===== config.mk =====
export PLATFORM = sky130hd
export DESIGN_NAME = clock_frame_replacement
export DESIGN_NICKNAME = d
export VERILOG_FILES = /design/src/rtl/cfr_pkg.sv /design/src/rtl/cfr_dp.sv /design/src/rtl/cfr_ctrl.sv /design/src/rtl/clock_frame_replacement.sv
export SDC_FILE = /design/constraint.sdc
export NUM_CORES = 1
export LEC_CHECK = 0
export ABC_CLOCK_PERIOD_IN_PS = 6350
export BUFFER_PORTS_ARGS = -buffer_cell sky130_fd_sc_hd__clkbuf_2
export CORE_MARGIN = 2
export CORE_UTILIZATION = 52
export DETAILED_ROUTE_END_ITERATION = 7
export PLACE_DENSITY_LB_ADDON = 0.2
export SLEW_MARGIN = 30
export SYNTH_ARGS = -nofsm -noshare
export SYNTH_HDL_FRONTEND = slang
export SYNTH_SLANG_ARGS = --single-unit

===== constraint.sdc =====
create_clock -name i_clk -period 6.35 [get_ports i_clk]
set_input_delay 1.5875 -clock i_clk [delete_from_list [all_inputs] [get_ports i_clk]]
set_output_delay 1.5875 -clock i_clk [all_outputs]
set_load 0.01 [all_outputs]

===== src/rtl/cfr_pkg.sv =====
// Shared types and constants for the clock frame replacement block.
// Used by cfr_ctrl, cfr_dp and clock_frame_replacement; depends on nothing.
package cfr_pkg;

    localparam int FRAME_W        = 6;
    localparam int OP_W           = 2;
    localparam int STAT_W         = 3;
    localparam int CFG_W          = 7;
    localparam int FRAME_ID_LIMIT = 64;

    // Operation codes carried on the input tuser.
    localparam logic [OP_W-1:0] OP_ACCESS  = 2'd0;
    localparam logic [OP_W-1:0] OP_ALLOC   = 2'd1;
    localparam logic [OP_W-1:0] OP_RELEASE = 2'd2;

    // Result status codes carried on the output tuser.
    localparam logic [STAT_W-1:0] ST_FRESH      = 3'd0;
    localparam logic [STAT_W-1:0] ST_EVICTED    = 3'd1;
    localparam logic [STAT_W-1:0] ST_NO_VICTIM  = 3'd2;
    localparam logic [STAT_W-1:0] ST_DONE       = 3'd3;
    localparam logic [STAT_W-1:0] ST_NOT_LISTED = 3'd4;

    // How the list pointer moves in a cycle.
    typedef enum logic [2:0] {
        POS_HOLD,
        POS_ZERO,
        POS_INC,
        POS_WRAP,
        POS_HAND
    } t_pos_op;

    // Source of the result frame.
    typedef enum logic [1:0] {
        RES_FRAME,
        RES_ZERO,
        RES_POS,
        RES_KEEP
    } t_res_sel;

    typedef struct packed {
        logic              cap;
        logic              set_ref;
        t_pos_op           pos_op;
        logic              take_fresh;
        logic              mark_del;
        logic              clr_ref_cur;
        logic              shift_wr;
        logic              unlink_rel;
        logic              free_frame;
        logic              evict_done;
        logic              wr_res;
        t_res_sel          res_sel;
        logic [STAT_W-1:0] stat;
        logic              emit;
    } t_dp_cmd;

    typedef struct packed {
        logic [OP_W-1:0] op;
        logic            listed;
        logic            fresh_hit;
        logic            fresh_last;
        logic            len_zero;
        logic            match;
        logic            pos_last;
        logic            ref_cur;
        logic            shift_end;
        logic            out_free;
    } t_dp_sts;

endpackage


===== src/rtl/cfr_dp.sv =====
// Datapath of the clock frame replacement block: order list memory, referenced
// and in-use bitmaps, list length, clock hand, scan pointer and result register.
// Depends on cfr_pkg; driven by commands from cfr_ctrl.
module cfr_dp #(
    parameter int NUM_FRAMES = 64
) (
    input  logic                           i_clk,
    input  logic                           i_rst_n,
    input  cfr_pkg::t_dp_cmd               i_cmd,
    output cfr_pkg::t_dp_sts               o_sts,
    input  logic [cfr_pkg::OP_W-1:0]       i_op,
    input  logic [cfr_pkg::FRAME_W-1:0]    i_frame,
    input  logic [cfr_pkg::CFG_W-1:0]      i_pool_cfg,
    input  logic                           i_m_ready,
    output logic                           o_m_valid,
    output logic [cfr_pkg::FRAME_W-1:0]    o_m_frame,
    output logic [cfr_pkg::STAT_W-1:0]     o_m_stat
);

    localparam int AW = $clog2(NUM_FRAMES);
    localparam int LW = $clog2(NUM_FRAMES + 1);

    logic [cfr_pkg::FRAME_W-1:0] r_mem [NUM_FRAMES];
    logic [cfr_pkg::FRAME_W-1:0] r_rdata;

    logic [cfr_pkg::OP_W-1:0]    r_op;
    logic [cfr_pkg::FRAME_W-1:0] r_frame;
    logic [LW-1:0]               r_pos;
    logic [LW-1:0]               n_pos;
    logic [AW-1:0]               r_del;
    logic [LW-1:0]               r_len;
    logic [AW-1:0]               r_hand;
    logic [NUM_FRAMES-1:0]       r_ref;
    logic [NUM_FRAMES-1:0]       r_in_use;
    logic [cfr_pkg::FRAME_W-1:0] r_res;
    logic [cfr_pkg::STAT_W-1:0]  r_stat;
    logic                        r_out_valid;
    logic [cfr_pkg::FRAME_W-1:0] r_out_frame;
    logic [cfr_pkg::STAT_W-1:0]  r_out_stat;

    logic [LW-1:0]               pool;
    logic [LW:0]                 pos_p1;
    logic [LW-1:0]               pos_m1;
    logic [LW-1:0]               len_m1;
    logic [AW-1:0]               frame_idx;
    logic [AW-1:0]               pos_idx;
    logic [AW-1:0]               rd_idx;
    logic [AW-1:0]               hand_dec;
    logic                        frame_ok;
    logic                        mem_we;
    logic [AW-1:0]               mem_waddr;
    logic [cfr_pkg::FRAME_W-1:0] mem_wdata;
    logic [cfr_pkg::FRAME_W-1:0] res_next;

    // Pool size saturates at the number of frames held.
    assign pool = (32'(i_pool_cfg) > NUM_FRAMES) ? LW'(NUM_FRAMES) : LW'(i_pool_cfg);

    assign pos_p1    = {1'b0, r_pos} + 1'b1;
    assign pos_m1    = r_pos - 1'b1;
    assign len_m1    = r_len - 1'b1;
    assign frame_idx = r_frame[AW-1:0];
    assign pos_idx   = r_pos[AW-1:0];
    assign rd_idx    = r_rdata[AW-1:0];
    assign frame_ok  = 32'(r_frame) < NUM_FRAMES;
    assign hand_dec  = (r_del < r_hand) ? r_hand - 1'b1 : r_hand;

    always_comb begin
        o_sts.op         = r_op;
        o_sts.listed     = frame_ok && r_in_use[frame_idx];
        o_sts.fresh_hit  = (r_pos < pool) && !r_in_use[pos_idx];
        o_sts.fresh_last = pos_p1 >= {1'b0, pool};
        o_sts.len_zero   = r_len == '0;
        o_sts.match      = r_rdata == r_frame;
        o_sts.pos_last   = pos_p1 >= {1'b0, r_len};
        o_sts.ref_cur    = r_ref[rd_idx];
        o_sts.shift_end  = r_pos >= r_len;
        o_sts.out_free   = !r_out_valid || i_m_ready;
    end

    always_comb begin
        case (i_cmd.pos_op)
            cfr_pkg::POS_HOLD: n_pos = r_pos;
            cfr_pkg::POS_ZERO: n_pos = '0;
            cfr_pkg::POS_INC:  n_pos = pos_p1[LW-1:0];
            cfr_pkg::POS_WRAP: n_pos = (pos_p1 >= {1'b0, r_len}) ? '0 : pos_p1[LW-1:0];
            cfr_pkg::POS_HAND: n_pos = (LW'(r_hand) >= r_len) ? '0 : LW'(r_hand);
            default:           n_pos = r_pos;
        endcase
    end

    // Only one list write happens in any cycle.
    always_comb begin
        mem_we    = 1'b0;
        mem_waddr = r_len[AW-1:0];
        mem_wdata = cfr_pkg::FRAME_W'(r_pos);
        if (i_cmd.take_fresh) begin
            mem_we = r_len < LW'(NUM_FRAMES);
        end else if (i_cmd.shift_wr) begin
            mem_we    = 1'b1;
            mem_waddr = pos_m1[AW-1:0];
            mem_wdata = r_rdata;
        end else if (i_cmd.evict_done) begin
            mem_we    = 1'b1;
            mem_waddr = len_m1[AW-1:0];
            mem_wdata = r_res;
        end
    end

    always_comb begin
        case (i_cmd.res_sel)
            cfr_pkg::RES_FRAME: res_next = r_frame;
            cfr_pkg::RES_ZERO:  res_next = '0;
            cfr_pkg::RES_POS:   res_next = cfr_pkg::FRAME_W'(r_pos);
            cfr_pkg::RES_KEEP:  res_next = r_res;
            default:            res_next = r_res;
        endcase
    end

    // The read address follows the next pointer, so r_rdata is loaded at the same
    // edge as r_pos and holds the entry under the new pointer.
    always_ff @(posedge i_clk) begin
        if (mem_we) begin
            r_mem[mem_waddr] <= mem_wdata;
        end
        r_rdata <= r_mem[n_pos[AW-1:0]];
    end

    always_ff @(posedge i_clk) begin
        r_pos <= n_pos;
        if (i_cmd.cap) begin
            r_op    <= i_op;
            r_frame <= i_frame;
        end
        if (i_cmd.mark_del) begin
            r_del <= pos_idx;
            r_res <= r_rdata;
        end
        if (i_cmd.wr_res) begin
            r_res  <= res_next;
            r_stat <= i_cmd.stat;
        end
        if (i_cmd.emit) begin
            r_out_frame <= r_res;
            r_out_stat  <= r_stat;
        end
    end

    always_ff @(posedge i_clk) begin
        if (!i_rst_n) begin
            r_len       <= '0;
            r_hand      <= '0;
            r_ref       <= '0;
            r_in_use    <= '0;
            r_out_valid <= 1'b0;
        end else begin
            if (i_cmd.set_ref) begin
                r_ref[frame_idx] <= 1'b1;
            end
            if (i_cmd.clr_ref_cur) begin
                r_ref[rd_idx] <= 1'b0;
            end
            if (i_cmd.take_fresh) begin
                r_in_use[pos_idx] <= 1'b1;
                r_ref[pos_idx]    <= 1'b0;
                if (r_len < LW'(NUM_FRAMES)) begin
                    r_len <= r_len + 1'b1;
                end
            end
            if (i_cmd.unlink_rel) begin
                r_len  <= len_m1;
                r_hand <= (LW'(hand_dec) >= len_m1) ? '0 : hand_dec;
            end
            if (i_cmd.free_frame) begin
                r_in_use[frame_idx] <= 1'b0;
                r_ref[frame_idx]    <= 1'b0;
            end
            if (i_cmd.evict_done) begin
                r_ref[r_res[AW-1:0]] <= 1'b0;
                r_hand <= (LW'(r_del) < len_m1) ? r_del : '0;
            end
            if (i_cmd.emit) begin
                r_out_valid <= 1'b1;
            end else if (i_m_ready) begin
                r_out_valid <= 1'b0;
            end
        end
    end

    assign o_m_valid = r_out_valid;
    assign o_m_frame = r_out_frame;
    assign o_m_stat  = r_out_stat;

`ifndef SYNTHESIS
    a_len_matches_use: assert property (@(posedge i_clk) disable iff (!i_rst_n)
        $countones(r_in_use) == 32'(r_len))
        else $error("list length differs from number of frames in use");

    a_hand_in_list: assert property (@(posedge i_clk) disable iff (!i_rst_n)
        (r_len != '0) |-> (LW'(r_hand) < r_len))
        else $error("clock hand points past the list tail");

    a_hand_empty: assert property (@(posedge i_clk) disable iff (!i_rst_n)
        (r_len == '0) |-> (r_hand == '0))
        else $error("clock hand not at head of empty list");

    a_emit_when_free: assert property (@(posedge i_clk) disable iff (!i_rst_n)
        i_cmd.emit |-> (!r_out_valid || i_m_ready))
        else $error("result register overwritten before it was taken");
`endif

endmodule


===== src/rtl/cfr_ctrl.sv =====
// Controller of the clock frame replacement block: sequences decode, fresh
// frame search, clock scan, list search and list shift. Depends on cfr_pkg.
module cfr_ctrl (
    input  logic             i_clk,
    input  logic             i_rst_n,
    input  logic             i_s_valid,
    output logic             o_s_ready,
    input  cfr_pkg::t_dp_sts i_sts,
    output cfr_pkg::t_dp_cmd o_cmd
);

    typedef enum logic [2:0] {
        S_IDLE,
        S_DECODE,
        S_FRESH,
        S_SCAN,
        S_FIND,
        S_SHIFT,
        S_FINISH
    } t_state;

    t_state r_state;
    t_state n_state;

    assign o_s_ready = r_state == S_IDLE;

    always_comb begin
        n_state = r_state;
        o_cmd   = '0;
        o_cmd.pos_op  = cfr_pkg::POS_HOLD;
        o_cmd.res_sel = cfr_pkg::RES_KEEP;
        o_cmd.stat    = cfr_pkg::ST_DONE;
        case (r_state)
            S_IDLE: begin
                if (i_s_valid) begin
                    o_cmd.cap = 1'b1;
                    n_state   = S_DECODE;
                end
            end
            S_DECODE: begin
                case (i_sts.op)
                    cfr_pkg::OP_ACCESS: begin
                        o_cmd.set_ref = i_sts.listed;
                        o_cmd.wr_res  = 1'b1;
                        o_cmd.res_sel = cfr_pkg::RES_FRAME;
                        o_cmd.stat    = i_sts.listed ? cfr_pkg::ST_DONE
                                                     : cfr_pkg::ST_NOT_LISTED;
                        n_state = S_FINISH;
                    end
                    cfr_pkg::OP_ALLOC: begin
                        o_cmd.pos_op = cfr_pkg::POS_ZERO;
                        n_state      = S_FRESH;
                    end
                    cfr_pkg::OP_RELEASE: begin
                        if (i_sts.listed) begin
                            o_cmd.pos_op = cfr_pkg::POS_ZERO;
                            n_state      = S_FIND;
                        end else begin
                            o_cmd.wr_res  = 1'b1;
                            o_cmd.res_sel = cfr_pkg::RES_FRAME;
                            o_cmd.stat    = cfr_pkg::ST_NOT_LISTED;
                            n_state       = S_FINISH;
                        end
                    end
                    default: begin
                        o_cmd.wr_res  = 1'b1;
                        o_cmd.res_sel = cfr_pkg::RES_FRAME;
                        o_cmd.stat    = cfr_pkg::ST_DONE;
                        n_state       = S_FINISH;
                    end
                endcase
            end
            S_FRESH: begin
                if (i_sts.fresh_hit) begin
                    o_cmd.take_fresh = 1'b1;
                    o_cmd.wr_res     = 1'b1;
                    o_cmd.res_sel    = cfr_pkg::RES_POS;
                    o_cmd.stat       = cfr_pkg::ST_FRESH;
                    n_state          = S_FINISH;
                end else if (i_sts.fresh_last) begin
                    if (i_sts.len_zero) begin
                        o_cmd.wr_res  = 1'b1;
                        o_cmd.res_sel = cfr_pkg::RES_ZERO;
                        o_cmd.stat    = cfr_pkg::ST_NO_VICTIM;
                        n_state       = S_FINISH;
                    end else begin
                        o_cmd.pos_op = cfr_pkg::POS_HAND;
                        n_state      = S_SCAN;
                    end
                end else begin
                    o_cmd.pos_op = cfr_pkg::POS_INC;
                end
            end
            S_SCAN: begin
                // A set bit gets its second chance; the first clear one is the victim.
                if (i_sts.ref_cur) begin
                    o_cmd.clr_ref_cur = 1'b1;
                    o_cmd.pos_op      = cfr_pkg::POS_WRAP;
                end else begin
                    o_cmd.mark_del = 1'b1;
                    o_cmd.pos_op   = cfr_pkg::POS_INC;
                    n_state        = S_SHIFT;
                end
            end
            S_FIND: begin
                if (i_sts.match) begin
                    o_cmd.mark_del = 1'b1;
                    o_cmd.pos_op   = cfr_pkg::POS_INC;
                    n_state        = S_SHIFT;
                end else if (i_sts.pos_last) begin
                    o_cmd.free_frame = 1'b1;
                    o_cmd.wr_res     = 1'b1;
                    o_cmd.res_sel    = cfr_pkg::RES_FRAME;
                    o_cmd.stat       = cfr_pkg::ST_DONE;
                    n_state          = S_FINISH;
                end else begin
                    o_cmd.pos_op = cfr_pkg::POS_INC;
                end
            end
            S_SHIFT: begin
                if (!i_sts.shift_end) begin
                    o_cmd.shift_wr = 1'b1;
                    o_cmd.pos_op   = cfr_pkg::POS_INC;
                end else if (i_sts.op == cfr_pkg::OP_RELEASE) begin
                    o_cmd.unlink_rel = 1'b1;
                    o_cmd.free_frame = 1'b1;
                    o_cmd.wr_res     = 1'b1;
                    o_cmd.res_sel    = cfr_pkg::RES_FRAME;
                    o_cmd.stat       = cfr_pkg::ST_DONE;
                    n_state          = S_FINISH;
                end else begin
                    // The victim goes back in at the tail, so the length is unchanged.
                    o_cmd.evict_done = 1'b1;
                    o_cmd.wr_res     = 1'b1;
                    o_cmd.res_sel    = cfr_pkg::RES_KEEP;
                    o_cmd.stat       = cfr_pkg::ST_EVICTED;
                    n_state          = S_FINISH;
                end
            end
            S_FINISH: begin
                if (i_sts.out_free) begin
                    o_cmd.emit = 1'b1;
                    n_state    = S_IDLE;
                end
            end
            default: begin
                n_state = S_IDLE;
            end
        endcase
    end

    always_ff @(posedge i_clk) begin
        if (!i_rst_n) begin
            r_state <= S_IDLE;
        end else begin
            r_state <= n_state;
        end
    end

`ifndef SYNTHESIS
    a_cap_only_idle: assert property (@(posedge i_clk) disable iff (!i_rst_n)
        o_cmd.cap |=> (r_state == S_DECODE))
        else $error("captured beat not followed by decode");

    a_emit_returns_idle: assert property (@(posedge i_clk) disable iff (!i_rst_n)
        o_cmd.emit |=> (r_state == S_IDLE))
        else $error("result emitted without returning to idle");

    a_one_list_write: assert property (@(posedge i_clk) disable iff (!i_rst_n)
        $countones({o_cmd.take_fresh, o_cmd.shift_wr, o_cmd.evict_done}) <= 1)
        else $error("two list writes requested in one cycle");
`endif

endmodule


===== src/rtl/clock_frame_replacement.sv =====
// Top level of the clock frame replacement block: stream ports, APB register
// and the controller/datapath pair. Depends on cfr_pkg, cfr_ctrl and cfr_dp.
//
//  channel   | direction | tdata            | tuser
//  s_axis    | in        | [5:0] frame_index | [1:0] operation
//  m_axis    | out       | [5:0] result_frame| [2:0] status
//  apb       | in/out    | addr 0: frames_in_pool [6:0], reset 64
//
// Access and unlisted items are answered straight from decode. Allocate first
// searches the pool for a fresh frame, one in-use bit tested per cycle, and on
// an eviction then runs the clock scan and the list shift, one entry per cycle.
// Release searches the list for the frame and shifts the entries behind it, so
// the search and the shift pass each entry once.
// One beat is in work at a time; a finished result waits in the output
// register while the next beat is taken. A result that finds the output
// register still full waits, and the input stalls until the register is taken.
// Reset is synchronous and clears the list length, the bitmaps and the hand; the
// order list itself is not cleared.
module clock_frame_replacement #(
    parameter int MAX_FRAMES = 64
) (
    input  logic        i_clk,
    input  logic        i_rst_n,
    input  logic        s_axis_tvalid,
    output logic        s_axis_tready,
    input  logic [7:0]  s_axis_tdata,   // [5:0] frame_index, [7:6] zero
    input  logic [1:0]  s_axis_tuser,   // [1:0] operation
    output logic        m_axis_tvalid,
    input  logic        m_axis_tready,
    output logic [7:0]  m_axis_tdata,   // [5:0] result_frame, [7:6] zero
    output logic [2:0]  m_axis_tuser,   // [2:0] status
    input  logic        psel,
    input  logic        penable,
    input  logic        pwrite,
    input  logic [2:0]  paddr,
    input  logic [31:0] pwdata,
    output logic [31:0] prdata,
    output logic        pready
);

    localparam int NUM_FRAMES = (MAX_FRAMES < cfr_pkg::FRAME_ID_LIMIT) ?
                                MAX_FRAMES : cfr_pkg::FRAME_ID_LIMIT;
    localparam logic [0:0] REG_POOL = 1'b0;
    localparam logic [cfr_pkg::CFG_W-1:0] POOL_RESET = 7'd64;

    logic [cfr_pkg::CFG_W-1:0]   r_pool_cfg;
    cfr_pkg::t_dp_cmd            cmd;
    cfr_pkg::t_dp_sts            sts;
    logic [cfr_pkg::FRAME_W-1:0] out_frame;

    assign pready = 1'b1;

    always_ff @(posedge i_clk) begin
        if (!i_rst_n) begin
            r_pool_cfg <= POOL_RESET;
        end else if (psel && penable && pwrite && pready && (paddr[2] == REG_POOL)) begin
            r_pool_cfg <= pwdata[cfr_pkg::CFG_W-1:0];
        end
    end

    always_comb begin
        prdata = '0;
        if (paddr[2] == REG_POOL) begin
            prdata = 32'(r_pool_cfg);
        end
    end

    cfr_ctrl u_ctrl (
        .i_clk     (i_clk),
        .i_rst_n   (i_rst_n),
        .i_s_valid (s_axis_tvalid),
        .o_s_ready (s_axis_tready),
        .i_sts     (sts),
        .o_cmd     (cmd)
    );

    cfr_dp #(
        .NUM_FRAMES (NUM_FRAMES)
    ) u_dp (
        .i_clk      (i_clk),
        .i_rst_n    (i_rst_n),
        .i_cmd      (cmd),
        .o_sts      (sts),
        .i_op       (s_axis_tuser),
        .i_frame    (s_axis_tdata[cfr_pkg::FRAME_W-1:0]),
        .i_pool_cfg (r_pool_cfg),
        .i_m_ready  (m_axis_tready),
        .o_m_valid  (m_axis_tvalid),
        .o_m_frame  (out_frame),
        .o_m_stat   (m_axis_tuser)
    );

    assign m_axis_tdata = {2'b00, out_frame};

endmodule


==> impl_metrics.csv <==
group,metric,value,unit
run_status,status,"finished, final reports clean",
placement,hpwl,61210,µm
finish,most-common-layout-cells,"417 x edfxtp_1, 330 x nor2_1, 280 x nand2_1, 162 x dfxtp_1, 147 x mux2i_1",
clocking,numCtsBuffers,60,
yosys,synth-seq-area-share,55.47,%
route,routedWlPerCell,26.47,µm
placement,port_buffers,40,
sta,slew_violations,0,
finish,finalNonFillerCells,3430,
yosys,ys_ff_latch,581,
yosys,netlist_instances,2614,
worst_setup_path,cp_slowest_stage_delay,660,ps
sta,tns,0,ps
route,wl,90780,µm
worst_setup_path,path_common_cell,"buf_4",
worst_setup_path,r2r-start,"u_dp.r_pos[2]$_DFF_P_",
worst_setup_path,cp_top_family,"buffers and inverters",
power,p_leak,11.30,nW
worst_setup_path,cp_data_arrival_time,6560,ps
sta,worst_pin_slew,1181,ps
worst_setup_path,cp_data_required_time,6850,ps
worst_setup_path,endpoint_kind,"flip-flop",
floorplanning,start_util,52.74,%
sta,fin_skew,32.78,ps
yosys,postSynthAreaPerCell,10.90,µm²
clocking,holdBufCountCts,0,
floorplanning,die_x,238.1,µm
finish,fin_nets,2794,
hold_path,holdCritStartpoint,"u_dp.r_stat[1]$_DFFE_PP_",
hold_path,min_to,"u_dp.o_m_stat[1]$_DFFE_PP_",
yosys,yosys-top-cells-area,"edfxtp_1 44%, dfxtp_1 12%, mux2i_1 5.2%",
sta,rsz0062_at_grt,"false",
finish,final_common_cell,"edfxtp_1",
power,ir_worst_vdd,0.0005036,V
yosys,yosysWarnings,0,
worst_setup_path,worst-path-buf-inv,6,
finish,multi_input_area,0.01178,mm²
yosys,synth-async-reset-ratio,0,%
sta,slew_headroom,20.86,%
power,power_per_cell_area,457.5,mW/mm²
route,drc,0,
clocking,cts.clk_slew.worst_paths,60,ps
route,drt_iter0_markers,3360,
sta,fmax,0.1650,GHz
finish,drive_gt1_share,12.64,%
route,postRouteAntennaNets,0,
worst_setup_path,path_class,"flip-flop to flip-flop",
sta,fin_crit,6061,ps
placement,placed_cells,3314,
worst_setup_path,rr_endpoint,"u_dp.r_rdata[5]$_DFF_P_",
clocking,clockBufferDepth,3,
route,vias,22530,
clocking,cts_num_sinks,581,
grt,overflow,0,
route,via_per_inst,6.569,
worst_setup_path,rrSetupSlack,290,ps
clocking,htreeDepth,2,
finish,fillers,4415,
clocking,clock-root-buffer,"clkbuf_16",
worst_setup_path,critPathLaunchType,"flip-flop",
floorplanning,core-area,0.05403,mm²
yosys,synth_cell_types,90,
floorplanning,die_h,238.1,µm
placement,globalplace.congestion,1.065,
yosys,ys.flop_type,"edfxtp_1",
sta,finalHoldViolCount,0,
yosys,yosysTopAreaCell,"edfxtp_1",
worst_setup_path,reg2reg_depth,18,
sta,fin_crit_sh,95.44,%
clocking,cts_tree,"done",
grt,grt_first_pass_wirelength,134400,µm
grt,grt_pass1_vias,21541,
power,total_power,14.54,mW
job,cap_violations,0,
clocking,cts_resized,0,
hold_path,hold_class,"flip-flop to flip-flop",
worst_setup_path,path_cells,"buf_4, inv_1, mux4_2, a21oi_1, and4b_4, a31oi_2, o2bb2ai_2, o32ai_1, buf_4, or2_2, inv_6, buf_4, nand2_1, a32o_1, nor3_1, nor4_1, buf_4, nor4b_2",
floorplanning,die-area,0.05668,mm²
hold_path,holdPathStages,0,
clocking,post_cts_buffers,0,
worst_setup_path,cp_max_fo,27,
yosys,synth_top_area_share,43.95,%
finish,syn_to_final_growth,11.54,%
route,dr.pass1.iters,6,
floorplanning,num_io_pins,98,
grt,grt_usage,31.71,%
yosys,synth-edff-count,417,
worst_setup_path,cp_slowest_cell,"dfxtp_1",
clocking,insertion_delay,660,ps
floorplanning,rows,85,
worst_setup_path,cp.depth,18,
yosys,syn-cell-area,0.02849,mm²
grt,antenna_found_initial,2,
sta,finalSetupViolCount,0,
finish,seq_area,0.01581,mm²
grt,grt_max_degree,86,
routing by layer:
metal  global-route usage [%]  up-vias  routed length (µm)
li1                         -     9885                   -
met1                    41.91    10832               35200
met2                    49.18     1473               40390
met3                    7.219      340                9662
met4                    16.23        0                5530
met5                        0        -                   0
cell usage after synthesis (28+ instances only):
cell / n
buf_4: 41
nor3_1: 45
a31oi_1: 31
clkbuf_1: 67
a221oi_1: 28
nand2b_1: 36
a211oi_1: 28
a21oi_1: 143
ha_1: 61
nand3_1: 97
nand2_1: 280
inv_1: 37
buf_2: 41
mux2i_1: 147
o21ai_0: 112
dfxtp_1: 164
edfxtp_1: 417
a2111oi_0: 31
nor2_1: 330
cells by family after synthesis:
family / after synthesis / share of synthesized area, %
DFF: 581 / 55.47
buffers and inverters: 218 / 3.943
xor gates and xnor gates: 29 / 0.8914
other: 2 / 0.02636
adders and majority gates: 61 / 2.679
AOI/OAI and AO/OA: 600 / 14.70
and+or+nand+nor: 938 / 15.07
muxes: 185 / 7.219
through the flow:
stage	instance area, µm²	setup WS (ps)	util (%)	hold WS (ps)
2_1_floorplan	28590	1704	-	400.3
4_1_cts	31740	647.7	58.74	419.5
6_report	31780	289.3	58.82	417.4
5_1_grt	31770	198.5	58.80	419.8
3_5_place_dp	29700	719.4	54.97	409.3
3_3_place_gp	29680	733.1	54.93	412.0
power by group:
part | internal [mW] | switching, mW | total [mW]
Combinational | 2.05 | 4.03 | 6.08
Sequential | 4.53 | 0.302 | 4.84
Clock | 2.10 | 1.53 | 3.62
Total | 8.68 | 5.86 | 14.5
worst max path at each step:
| stage | start | to |
|---|---|---|
| after floorplan | u_dp.r_pos[0]$_DFF_P_ | u_dp.r_mem[0][2]$_DFFE_PP_ |
| after CTS | u_dp.r_pos[1]$_DFF_P_ | u_dp.r_rdata[5]$_DFF_P_ |
| final | u_dp.r_pos[2]$_DFF_P_ | u_dp.r_rdata[5]$_DFF_P_ |
| after detailed placement | u_dp.r_pos[3]$_DFF_P_ | u_dp.r_rdata[5]$_DFF_P_ |
| after global routing | u_dp.r_pos[1]$_DFF_P_ | u_dp.r_rdata[5]$_DFF_P_ |
| after global placement | u_dp.r_pos[3]$_DFF_P_ | u_dp.r_rdata[5]$_DFF_P_ |
cell type report:
cell class / instances / area share (%)
Antenna cell: 4 / 0.03150
Clock buffer: 89 / 5.579
Clock inverter: 22 / 0.8307
Inverter: 44 / 0.5512
Multi-Input combinational cell: 1841 / 37.05
Sequential cell: 581 / 49.74
Tap cell: 696 / 2.740
Timing Repair Buffer: 153 / 3.476
flip-flops by register name (all words and copies together) (netlist names):
register and flops:
u_dp.r_pos 7, u_dp.o_m_frame 6, u_dp.o_m_stat 3, u_dp.r_res 6
u_dp.r_ref 64, u_dp.r_op 2, u_dp.r_hand 6, u_ctrl.r_state 3
u_dp.r_in_use 64, u_dp.o_m_valid 1, u_dp.r_mem 384, r_pool_cfg 7
u_dp.r_rdata 6, u_dp.r_stat 3, u_dp.r_del 6, u_dp.frame_idx 6
u_dp.r_len 7
(Power assumes the default switching activity.)
